File: src/rtl/csb_pkg.sv
`default_nettype none

package csb_pkg;

    localparam int STORE_DEPTH = 16384;
    localparam int STORE_AW    = 14;
    localparam int PIX_W       = 8;
    localparam int POS_W       = 16;
    localparam int DIM_W       = 11;
    localparam int FB_AW       = 20;
    localparam int IN_TDATA_W  = 72;
    localparam int OUT_TDATA_W = 32;

    localparam logic ACT_LOAD = 1'b0;
    localparam logic ACT_DRAW = 1'b1;

    localparam logic REG_WIDTH  = 1'b0;
    localparam logic REG_HEIGHT = 1'b1;

    typedef enum logic [1:0] {
        S_IDLE,
        S_SCAN,
        S_FINISH
    } t_state;

    typedef struct packed {
        logic load;
        logic start;
        logic advance;
        logic finish;
    } t_cmd;

    typedef struct packed {
        logic scan_last;
        logic stall;
        logic fin_done;
    } t_status;

endpackage

`default_nettype wire

File: src/rtl/csb_ctrl.sv
`default_nettype none

module csb_ctrl
    import csb_pkg::*;
(
    input  wire logic    i_clk,
    input  wire logic    i_rst_n,
    input  wire logic    i_s_tvalid,
    input  wire logic    i_s_action,
    output logic         o_s_tready,
    input  wire t_status i_sts,
    output t_cmd         o_cmd,
    output t_state       o_state
);

    t_state r_state;
    t_state n_state;

    always_ff @(posedge i_clk) begin
        if (!i_rst_n) begin
            r_state <= S_IDLE;
        end else begin
            r_state <= n_state;
        end
    end

    always_comb begin
        n_state = r_state;
        unique case (r_state)
            S_IDLE: begin
                if (i_s_tvalid && i_s_action == ACT_DRAW) begin
                    n_state = S_SCAN;
                end
            end
            S_SCAN: begin
                if (i_sts.scan_last && !i_sts.stall) begin
                    n_state = S_FINISH;
                end
            end
            S_FINISH: begin
                if (i_sts.fin_done) begin
                    n_state = S_IDLE;
                end
            end
            default: n_state = S_IDLE;
        endcase
    end

    always_comb begin
        o_cmd      = '0;
        o_s_tready = 1'b0;
        unique case (r_state)
            S_IDLE: begin
                o_s_tready  = 1'b1;
                o_cmd.load  = i_s_tvalid && i_s_action == ACT_LOAD;
                o_cmd.start = i_s_tvalid && i_s_action == ACT_DRAW;
            end
            S_SCAN:   o_cmd.advance = 1'b1;
            S_FINISH: o_cmd.finish  = 1'b1;
            default: begin
                o_cmd      = '0;
                o_s_tready = 1'b0;
            end
        endcase
    end

    assign o_state = r_state;

endmodule

`default_nettype wire

File: config.mk
export PLATFORM = sky130hd
export DESIGN_NAME = csb_ctrl
export DESIGN_NICKNAME = d
export VERILOG_FILES = /design/src/rtl/csb_pkg.sv /design/src/rtl/csb_ctrl.sv
export SDC_FILE = /design/constraint.sdc
export NUM_CORES = 1
export LEC_CHECK = 0
export BUFFER_PORTS_ARGS = -buffer_cell sky130_fd_sc_hd__buf_2
export CAP_MARGIN = 20
export CORE_AREA = 2 2 39 41
export CTS_CLUSTER_SIZE = 12
export DETAILED_ROUTE_END_ITERATION = 10
export DIE_AREA = 0 0 41 43
export PLACE_DENSITY = 0.32
export SYNTH_ARGS = -nofsm -noshare
export SYNTH_HDL_FRONTEND = slang
export SYNTH_SLANG_ARGS = --single-unit
File: constraint.sdc
create_clock -name i_clk -period 2.11 [get_ports i_clk]
set_input_delay 0.1055 -clock i_clk [delete_from_list [all_inputs] [get_ports i_clk]]
set_output_delay 0.1055 -clock i_clk [all_outputs]
set_load 0.05 [all_outputs]
**Yosys cells after proc, flatten, opt, wreduce, memory -nomap -nowiden**

Cells that the tools add are included.
W data, S select, Z words.

- Register bits: 2
- Output and inout bits: 7
- Logic and storage cells: 21
- Input bits: 7

- Reduce and logical (&&, ||, !) cells: 6
- Mux-type cells: 8
- Bitwise gates (word level): 1
- Equality and inequality tests: 5

Operator list:

| operator | count |
|---|---|
| $mux W2 | 4 |
| $ne A2 B2 Y1 const B | 3 |
| $pmux W2 S3 | 1 |
| $logic_and A1 B1 Y1 | 3 |
| $mux W1 | 3 |
| $reduce_and A3 Y1 | 1 |
| $eq A2 B1 Y1 const B | 1 |
| $eq A2 B2 Y1 const B | 1 |
| $logic_not A2 Y1 | 1 |
| $logic_not A1 Y1 | 1 |
| $not A1 Y1 | 1 |

**Depth between registers and ports, before layout**

Gate-level depths: netlist of run 1.

- Word-level depth: 4
- Depth in mapped cells: 2
- Gate-level depth less buffers: 2

**Least setup slack after synthesis of run 1**

OpenSTA, ideal clock, no wires.

- Path kind: register -> output
- From: register r_state[1] (netlist: o_state[1])
- To: output port o_cmd[3] in the netlist's numbering
- Arrival time: 2.259 ns
- Cell stages (with the launch flop): 2
- Path slack: -0.254 ns
- Path buffers: 0
- Cell sequence: dfxtp_1 nor4b_1

RTL lines:

| element | RTL line | text |
|---|---|---|
| start: declaration | csb_ctrl.sv:16 | `t_state r_state;` |
| start signal: assignment | csb_ctrl.sv:23 | `r_state <= n_state;` |
| end: declaration | csb_ctrl.sv:12 | `output t_cmd o_cmd,` |

==> impl_results.md, run 1 <==
- Clock Latency Late Sink: 0.23 ns
- Synth area leaders: dfxtp_1, nor4b_2, nor4bb_1, and2b_2, and3b_1
- Area share of the largest cell type after synthesis: between 20% and 30%
- H-tree depth: 1
- First drt pass iteration count: 2
- Via Count: 172
- Syn-to-layout area delta: 78.7%
- # fillers: approximately 160
- Vert. Die Dim: about 43 um
- Port bufs: 13
- Mean Syn Cell Area: 9.65 um^2
- Pre-CTS WS: around 1.1 ns
- Clock root buffer: clkbuf_4
- Fin crit period: approximately 1.3 ns
- Post-route ant nets: 0
- Vias in the first global route: between 150 and 200
- Status: complete, no violations
- Post-CTS resize count: 0
- Largest net degree at the start of global routing: 10
- Hold endpoint: o_state[1]
- Gr usage total: 6.31%
- Starting Density: ~10%
- Synth Cell Area: between 100 and 150 um^2
- Cell taking the most area after synthesis: dfxtp_1
- Avg WL per Cell: between 9 and 10 um
- Most frequent cell after synthesis: dfxtp_1
- # hold bufs at CTS: 0
- DR iter-0 viols: 2
- Sequential standard cell area: around 40 um^2
- Final core utilization: between 15 and 20%
- VDD IR-drop max: roughly 230 uV
- Critical Path RT: 2.00 ns
- Power density over the cells: between 700 and 800 nW/um^2
- EDFF count, synth: 0
- CTS tree: done
- Slew Viols, Final: 0
- CTS Buf Count: 3
- Clock Path Buffers: 2
- CTS Sinks: 2
- Worst setup EP type: output port
- Path depth of the worst reg2reg path: 2
- Post-CTS Setup Repair Bufs: 0
- FP Rows: 14
- Clock skew: around 0.0053 ns
- Placed Cells: 42
- Die ar.: 1760 um^2
- Crit Path Class: reg -> out
- Yosys Warn Count: 0
- ANT cells: 0
- Clock-pin slew on the worst setup and hold paths: approximately 0.03 ns
- Reg2reg setup slack: ~1.2 ns
- Ys async rst share: 0%
- First-pass GRT wire length: around 620 um
- Drt total wl: just over 400 um
- Initial antenna violation count: 0
- Setup crit start kind: register
- Gpl congestion: roughly 0.55
- Worst-Margin Slew: roughly 0.28 ns
- Max-Cap Viols: 0
- Hold path depth: 2
- Die Width: around 41 um
- Area taken by multi-input logic gates: between 90 and 100 um^2
- Data arrival, critical path: around 1.2 ns
- Vias per Instance: 3.82
- Finished Layout Cells: 45
- Core area: between 1000 and 1500 um^2
- Worst hold start: i_rst_n
- Pleak: around 0.13 nW
- Post-synth net total: 21
- Post-synthesis sequential area ratio: ~30%
- Fin crit share: around 61%
- Cells after Synth: 14
- Sum Neg Setup Slack: 0 ns
- Reg2Reg Capture Point: o_state[1]
- Crit Reg-Reg Startpoint: o_state[0]
- Unrepaired setup endpoints after global routing: no
- Nets@finish: 38
- Share of layout cells above drive strength 1: 65.5%
- Fmax: ~780 MHz
- Final Hold Viols: 0
- I/O pins: 14
- Final worst setup slack: 0.828 ns
- Seq cells post-synth: 2
- Crit path from: o_state[1]
- Final setup fails: 0
- Worst hold path class: in -> reg
- Hold slack: slightly above 0.1 ns
- DRC violations left: 0
- Unique masters post-synth: 13
- Top FF cell, synth: dfxtp_1
- Remaining global-route overflow: 0
- Slew HR: between 80% and 90%
- CP Max Fanout: 8
- Largest register FFs: 2
==> critical path, stage by stage, from the launching register on <==
cell and delay, ns:
dfxtp_1 0.37, nor4b_2 0.28, buf_2 0.30
==> logic make-up after synthesis <==
family	share of synthesized area, %
buf+inv	5.56
simple gates	55.6
flops	29.6
compound gates	9.26
==> worst max path at each step <==
| stage | to | slack, ns | cells past startpoint |
|---|---|---|---|
| 6_report | o_cmd[3] | 0.83 | 2 |
| 5_1_grt | o_cmd[3] | 0.72 | 2 |
| 4_1_cts | o_cmd[3] | 0.81 | 2 |
| 3_5_place_dp | o_cmd[3] | 1.06 | 2 |
| 3_3_place_gp | o_cmd[3] | 1.10 | 2 |
| 2_1_floorplan | o_cmd[2] | 0.14 | 2 |
==> layout by cell type, fill, tap and decap left out <==
| master | instances |
|---|---|
| buf_2 | 13 |
| clkbuf_4 | 3 |
| nor4b_2 | 2 |
| dfxtp_1 | 2 |
| nor2b_1 | 1 |
| nor2_1 | 1 |
| and2b_2 | 1 |
| a21oi_1 | 1 |
| and3b_1 | 1 |
| nor4bb_1 | 1 |
| nor3b_1 | 1 |
| o21a_1 | 1 |
| and3_1 | 1 |
==> cell type report <==
cell class                      count  area share [%]
Timing Repair Buffer               13            26.9
Tap cell                           16            8.29
Multi-Input combinational cell     11            38.9
Clock buffer                        3            9.33
Sequential cell                     2            16.6
==> per-stage QoR <==
stage / instance area [um^2] / power (mW)
after floorplan: 141 / 0.0832
after global placement: 219 / 0.0962
after detailed placement: 219 / 0.0967
after CTS: 241 / 0.188
after global routing: 241 / 0.200
final: 241 / 0.183
==> metal layers <==
metal	share of wire [%]	up-vias	wire length, um	GRT usage, %
met1	50	73	204	7.32
met2	32	16	132	6.88
met4	0	0	0	0
met3	18	0	72	9.42
met5	0	-	0	0
li1	-	83	-	-
==> power breakdown <==
group | switching, mW | internal (mW) | leakage (nW)
Combinational | 0.0364 | 0.0159 | 0.0951
Sequential | 0.00395 | 0.0400 | 0.0164
Clock | 0.0237 | 0.0629 | 0.0138
Total | 0.0641 | 0.119 | 0.125
No activity file was read; power rests on OpenSTA's default activity.
==> run 2, diff against run 1 <==
==> constraint.sdc (replaced) <==
create_clock -name i_clk -period 1.2 [get_ports i_clk]
set_input_delay 0.06 -clock i_clk [delete_from_list [all_inputs] [get_ports i_clk]]
set_output_delay 0.06 -clock i_clk [all_outputs]
set_load 0.05 [all_outputs]
==> run 2 against run 1 <==
Compared with the run above: sequential cell count stayed put; non-clock buffer count did not move; routed wire length is 6.1% lower; cell count unchanged; clock power rose by 67%; first-iteration DRC count is 50% lower; sequential power grew 82%; global-route usage decreased by 0.90 points; critical path type unchanged; largest power group unchanged.
==> impl_results.md, run 2 (synthesis results as in run 1) <==
- Status: complete, no violations
- Vert. Die Dim: 43 um (unchanged)
- Fmax: 891 MHz
- Vias in the first global route: 131 (-13%)
- Pleak: 0.134 nW (+7.0%)
- Final setup fails: 0 (unchanged)
- DR iter-0 viols: 1 (-1)
- Critical-path cell list: and2b_2 > buf_2
- Via Count: 172 (unchanged)
- Avg WL per Cell: 8.53 um (-6.1%)
- Fin crit period: ~1.1 ns
- Hold slack: 0.0615 ns (-0.0404 ns)
- Placed inst area: 243 um^2 (+11%)
- DRC violations left: 0 (unchanged)
- Die ar.: 1760 um^2 (unchanged)
- Largest register FFs: 2 (unchanged)
- H-tree depth: 1 (unchanged)
- Core area: 1380 um^2 (unchanged)
- Commonest cells after routing, fill and taps aside: buf_2, clkbuf_4
- I/O pins: 14 (unchanged)
- CP Max Fanout: 8 (unchanged)
- Worst setup EP type: output port
- Power density over the cells: 1190 nW/um^2 (+57%)
- Post-CTS Setup Repair Bufs: 0 (unchanged)
- Slowest-stage cell, CP: dfxtp_2
- Clock root buffer: clkbuf_4
- Starting Density: 9.76% (unchanged)
- Largest net degree at the start of global routing: 10 (unchanged)
- Unrepaired setup endpoints after global routing: no
- Clock Path Buffers: 2 (unchanged)
- Clock skew: 0.000308 ns (-0.00498 ns)
- Most common cell after layout, fill and taps aside: buf_2
- Gpl congestion: 0.538 (-2.8%)
- CTS tree: done
- Final Hold Viols: 0 (unchanged)
- Gr usage total: 5.41% (-0.90 points)
- Data arrival, critical path: 1.06 ns (-0.12 ns)
- VDD IR-drop max: 420 uV (+83%)
- First drt pass iteration count: 2 (unchanged)
- Fin crit share: 93.5%
- Post-route ant nets: 0 (unchanged)
- Die Width: 41 um (unchanged)
- FP Rows: 14 (unchanged)
- # hold bufs at CTS: 0 (unchanged)
- Design Area, Final: 277 um^2 (+15%)
- Slew HR: 84.1% (+2.6 points)
- Setup crit start kind: register
- Nets@finish: 38 (unchanged)
- Drt total wl: 384 um (-6.1%)
- Port bufs: 13 (unchanged)
- Share of layout cells above drive strength 1: 79.3% (+14 points)
- ANT cells: 0 (unchanged)
- Worst hold path class: in -> reg
- CTS Buf Count: 3 (unchanged)
- Syn-to-layout area delta: 105%
- Sum Neg Setup Slack: 0 ns (unchanged)
- Slew Viols, Final: 0 (unchanged)
- Vias per Instance: 3.82 (unchanged)
- Crit Path Class: reg -> out
- Remaining global-route overflow: 0 (unchanged)
- First-pass GRT wire length: 558 um (-10%)
- Critical Path RT: 1.14 ns (-0.86 ns)
- Initial antenna violation count: 0 (unchanged)
- Max-Cap Viols: 0 (unchanged)
- Worst-Margin Slew: 0.236 ns (-0.0417 ns)
- Pre-CTS WS: 0.207 ns (-0.851 ns)
- Clock Latency Late Sink: 0.22 ns (about the same)
- Clock-pin slew on the worst setup and hold paths: 0.03 ns (about the same)
- Final worst setup slack: 0.0782 ns (-0.750 ns)
- CTS Sinks: 2 (unchanged)
- Max incr delay on CP: 0.43 ns (+0.06 ns)
run 2: cell counts in the layout (fill, tap and decap cells not counted):
No cell type changed its count.
run 2: per-stage QoR:
stage / power [mW] / instances / utilization (%)
6_report: 0.328 / 45 / 20.0
5_1_grt: 0.364 / 45 / 20.0
4_1_cts: 0.339 / 45 / 19.5
3_5_place_dp: 0.181 / 42 / 17.5
3_3_place_gp: 0.181 / 42 / 17.5
2_1_floorplan: 0.156 / 14 / -
run 2: timing repair:
action / in CTS / in global routing
pin swaps: 0 / 1
cloned: 0 / 0
resized for setup: 2 / 2
endpoints found under the setup margin: 2 / 2
run 2: layout make-up:
type	instances	area, um^2
fill	150	1110
sequential	2	45.0
clock buffer	3	22.5
timing repair buffer	13	73.8
tap	16	20.0
multi-input combinational	11	115
run 2: where the power goes:
part | internal [mW] | switching, mW | total (mW)
registers | 0.0703 | 0.00956 | 0.0798
logic | 0.0381 | 0.0655 | 0.104
clock network | 0.110 | 0.0347 | 0.145
run 2: critical path, delay by kind of cell, from the launching register on:
kind	cells	cell delay, ns
DFF	1	0.43
buffers and inverters	1	0.25
and+or+nand+nor	1	0.16
run 2: worst paths after layout:
check,end,slack [ns],cells after the start,start
worst max-delay path,o_cmd[0],0.08,2,o_state[1]
worst min-delay path,o_state[1],0.06,2,i_rst_n
worst max register to register,o_state[1],0.33,2,o_state[1]
worst min register to register,o_state[0],0.54,1,o_state[1]
run 2: routing by layer:
metal  routed length, um  GRT usage (%)  share of wire, %
met4                   0           4.00                 0
met2                 147           5.63                38
met1                 178           5.73                46
met5                   0              0                 0
met3                  58           6.28                15
==> run 3, diff against run 2 <==
--- a/config.mk
+++ b/config.mk
@@ -11,7 +11,9 @@
 export CTS_CLUSTER_SIZE = 12
 export DETAILED_ROUTE_END_ITERATION = 10
 export DIE_AREA = 0 0 41 43
+export GPL_TIMING_DRIVEN = 0
 export PLACE_DENSITY = 0.32
+export SETUP_SLACK_MARGIN = 0.3
 export SYNTH_ARGS = -nofsm -noshare
 export SYNTH_HDL_FRONTEND = slang
 export SYNTH_SLANG_ARGS = --single-unit
==> constraint.sdc (replaced) <==
create_clock -name i_clk -period 1.3 [get_ports i_clk]
set_input_delay 0.065 -clock i_clk [delete_from_list [all_inputs] [get_ports i_clk]]
set_output_delay 0.065 -clock i_clk [all_outputs]
set_load 0.05 [all_outputs]
==> run 3 against run 2 <==
Compared with the run above: core utilization rose by 3.7 points; sequential power shrank 12%; clock skew increased by 0.00073 ns; die area stayed put; clock power down 6%; combinational power rose by 12%; critical path type unchanged; critical endpoint is now o_cmd[3]; highest routed layer unchanged.
==> impl_results.md, run 3 (synthesis results as in run 1) <==
- Sequential standard cell area: 47.5 um^2 (+5.6%)
- DR iter-0 viols: 0 (-1)
- Vias per Instance: 3.73 (-2.4%)
- Die ar.: 1760 um^2 (unchanged)
- Worst setup EP type: output port
- Fin crit share: roughly 85%
- Top Usage Layer GRT: met2
- Remaining global-route overflow: 0 (unchanged)
- First-pass GRT wire length: 683 um (+22%)
- Worst hold path class: in -> reg
- Pleak: 0.157 nW (+17%)
- Die Width: 41 um (unchanged)
- Post-route ant nets: 0 (unchanged)
- Share of layout cells above drive strength 1: 81.3% (+1.9 points)
- Largest net degree at the start of global routing: 9 (-1)
- Via Count: 179 (+4.1%)
- CP Max Fanout: 6 (-2)
- FP Rows: 14 (unchanged)
- Nets@finish: 41 (+7.9%)
- Drt total wl: 447 um (+16%)
- Critical Path RT: 1.24 ns (+0.10 ns)
- # fillers: 147 (-2.0%)
- ANT cells: 0 (unchanged)
- CTS Sinks: 2 (unchanged)
- Status: complete, no violations
- Largest register FFs: 2 (unchanged)
- Clock Latency Late Sink: 0.22 ns (about the same)
- Reg2reg setup slack: 0.31 ns (-0.02 ns)
- First drt pass iteration count: 1 (-1)
- Initial antenna violation count: 0 (unchanged)
- Gpl congestion: 0.472 (-12%)
- Commonest cells after routing, fill and taps aside: buf_2, buf_4, clkbuf_4
- Final setup fails: 0 (unchanged)
- Vert. Die Dim: 43 um (unchanged)
- M1 GR Usage: 6.03% (+0.30 points)
- Area taken by multi-input logic gates: 115 um^2 (unchanged)
- Clock skew: 0.00104 ns (+0.000735 ns)
- Most common cell after layout, fill and taps aside: buf_2
- Slew Viols, Final: 0 (unchanged)
- Worst-Margin Slew: 0.246 ns (+0.0103 ns)
- Power density over the cells: 988 nW/um^2 (-17%)
- Final Hold Viols: 0 (unchanged)
- Hold path depth: 2 (unchanged)
- Slew HR: 83.7% (-0.36 points)
- CTS Buf Count: 3 (unchanged)
- Max-Cap Viols: 0 (unchanged)
- Final core utilization: 23.7% (+3.7 points)
- Fin crit period: 1.10 ns
- I/O pins: 14 (unchanged)
- Avg WL per Cell: 9.31 um (+9.1%)
- DRC violations left: 0 (unchanged)
- Clock-pin slew on the worst setup and hold paths: 0.03 ns (about the same)
- CTS tree: done
- Data arrival, critical path: 1.04 ns (-0.02 ns)
- Port bufs: 13 (unchanged)
- Gr usage total: 6.30% (+0.89 points)
- Clock root buffer: clkbuf_4
- Vias in the first global route: 185 (+41%)
- Unrepaired setup endpoints after global routing: yes
- DP Wirelength: roughly 320 um
- VDD IR-drop max: 387 uV (-7.8%)
- GR Layer Usage met3: 1.57% (-4.7 points)
- Core area: 1380 um^2 (unchanged)
- Crit Path Class: reg -> out
- Met2 usage: 9.06% (+3.4 points)
- Fmax: between 900 and 1000 MHz
- H-tree depth: 1 (unchanged)
- Setup crit start kind: register
- Path depth of the worst reg2reg path: 3 (+1)
- Sum Neg Setup Slack: 0 ns (unchanged)
- Syn-to-layout area delta: 143%
- Clock Path Buffers: 2 (unchanged)
- Starting Density: 9.76% (unchanged)
## run 3: path summary, 6_finish.rpt
| kind | startpoint | endpoint |
|---|---|---|
| setup / recovery | o_state[0] | o_cmd[3] |
| hold / removal | i_rst_n | o_state[1] |
| setup reg to reg | o_state[0] | o_state[0] |
| hold reg to reg | o_state[1] | o_state[0] |
## run 3: cell type report
| type | instances | share of cell area [%] |
|---|---|---|
| clock buffers | 3 | 6.87 |
| flip-flops and latches | 2 | 14.5 |
| well taps | 16 | 6.11 |
| plain buffers | 1 | 2.29 |
| repair buffers | 15 | 35.1 |
| multi-input cells | 11 | 35.1 |
## run 3: metal layers
metal / part of all wire (%) / wire length (um) / up-vias
li1: - / - / 90
met1: 45 / 203 / 75
met2: 43 / 194 / 14
met3: 11 / 49 / 0
met4: 0 / 0 / 0
met5: 0 / 0 / -
## run 3: what timing repair did
item,CTS,global route
setup buffers,1,1
gates resized for setup,11,0
hold buffers,0,0
pin swaps,0,1
setup endpoints to repair,5,6
## run 3: through the flow
stage               total power, mW  setup WS, ns  instances  hold WS, ns  area (um^2)
floorplan                     0.142         0.154         14        0.182          170
global placement              0.167         0.349         43        0.284          255
detailed placement            0.169         0.328         43        0.287          255
CTS                           0.336         0.171         47       0.0525          320
global route                  0.346         0.149         48       0.0746          328
finish                        0.324         0.198         48       0.0621          328
## run 3: power by group
part           switching [mW]  total (mW)  leakage, nW  internal, mW
logic                  0.0660       0.116        0.125        0.0505
clock network          0.0352       0.137       0.0138         0.102
registers             0.00733      0.0704       0.0178        0.0631
## run 3: worst max-delay path: stages (launching register included)
cell and delay [ns]:
dfxtp_4 0.36, nor4b_4 0.26, buf_6 0.19
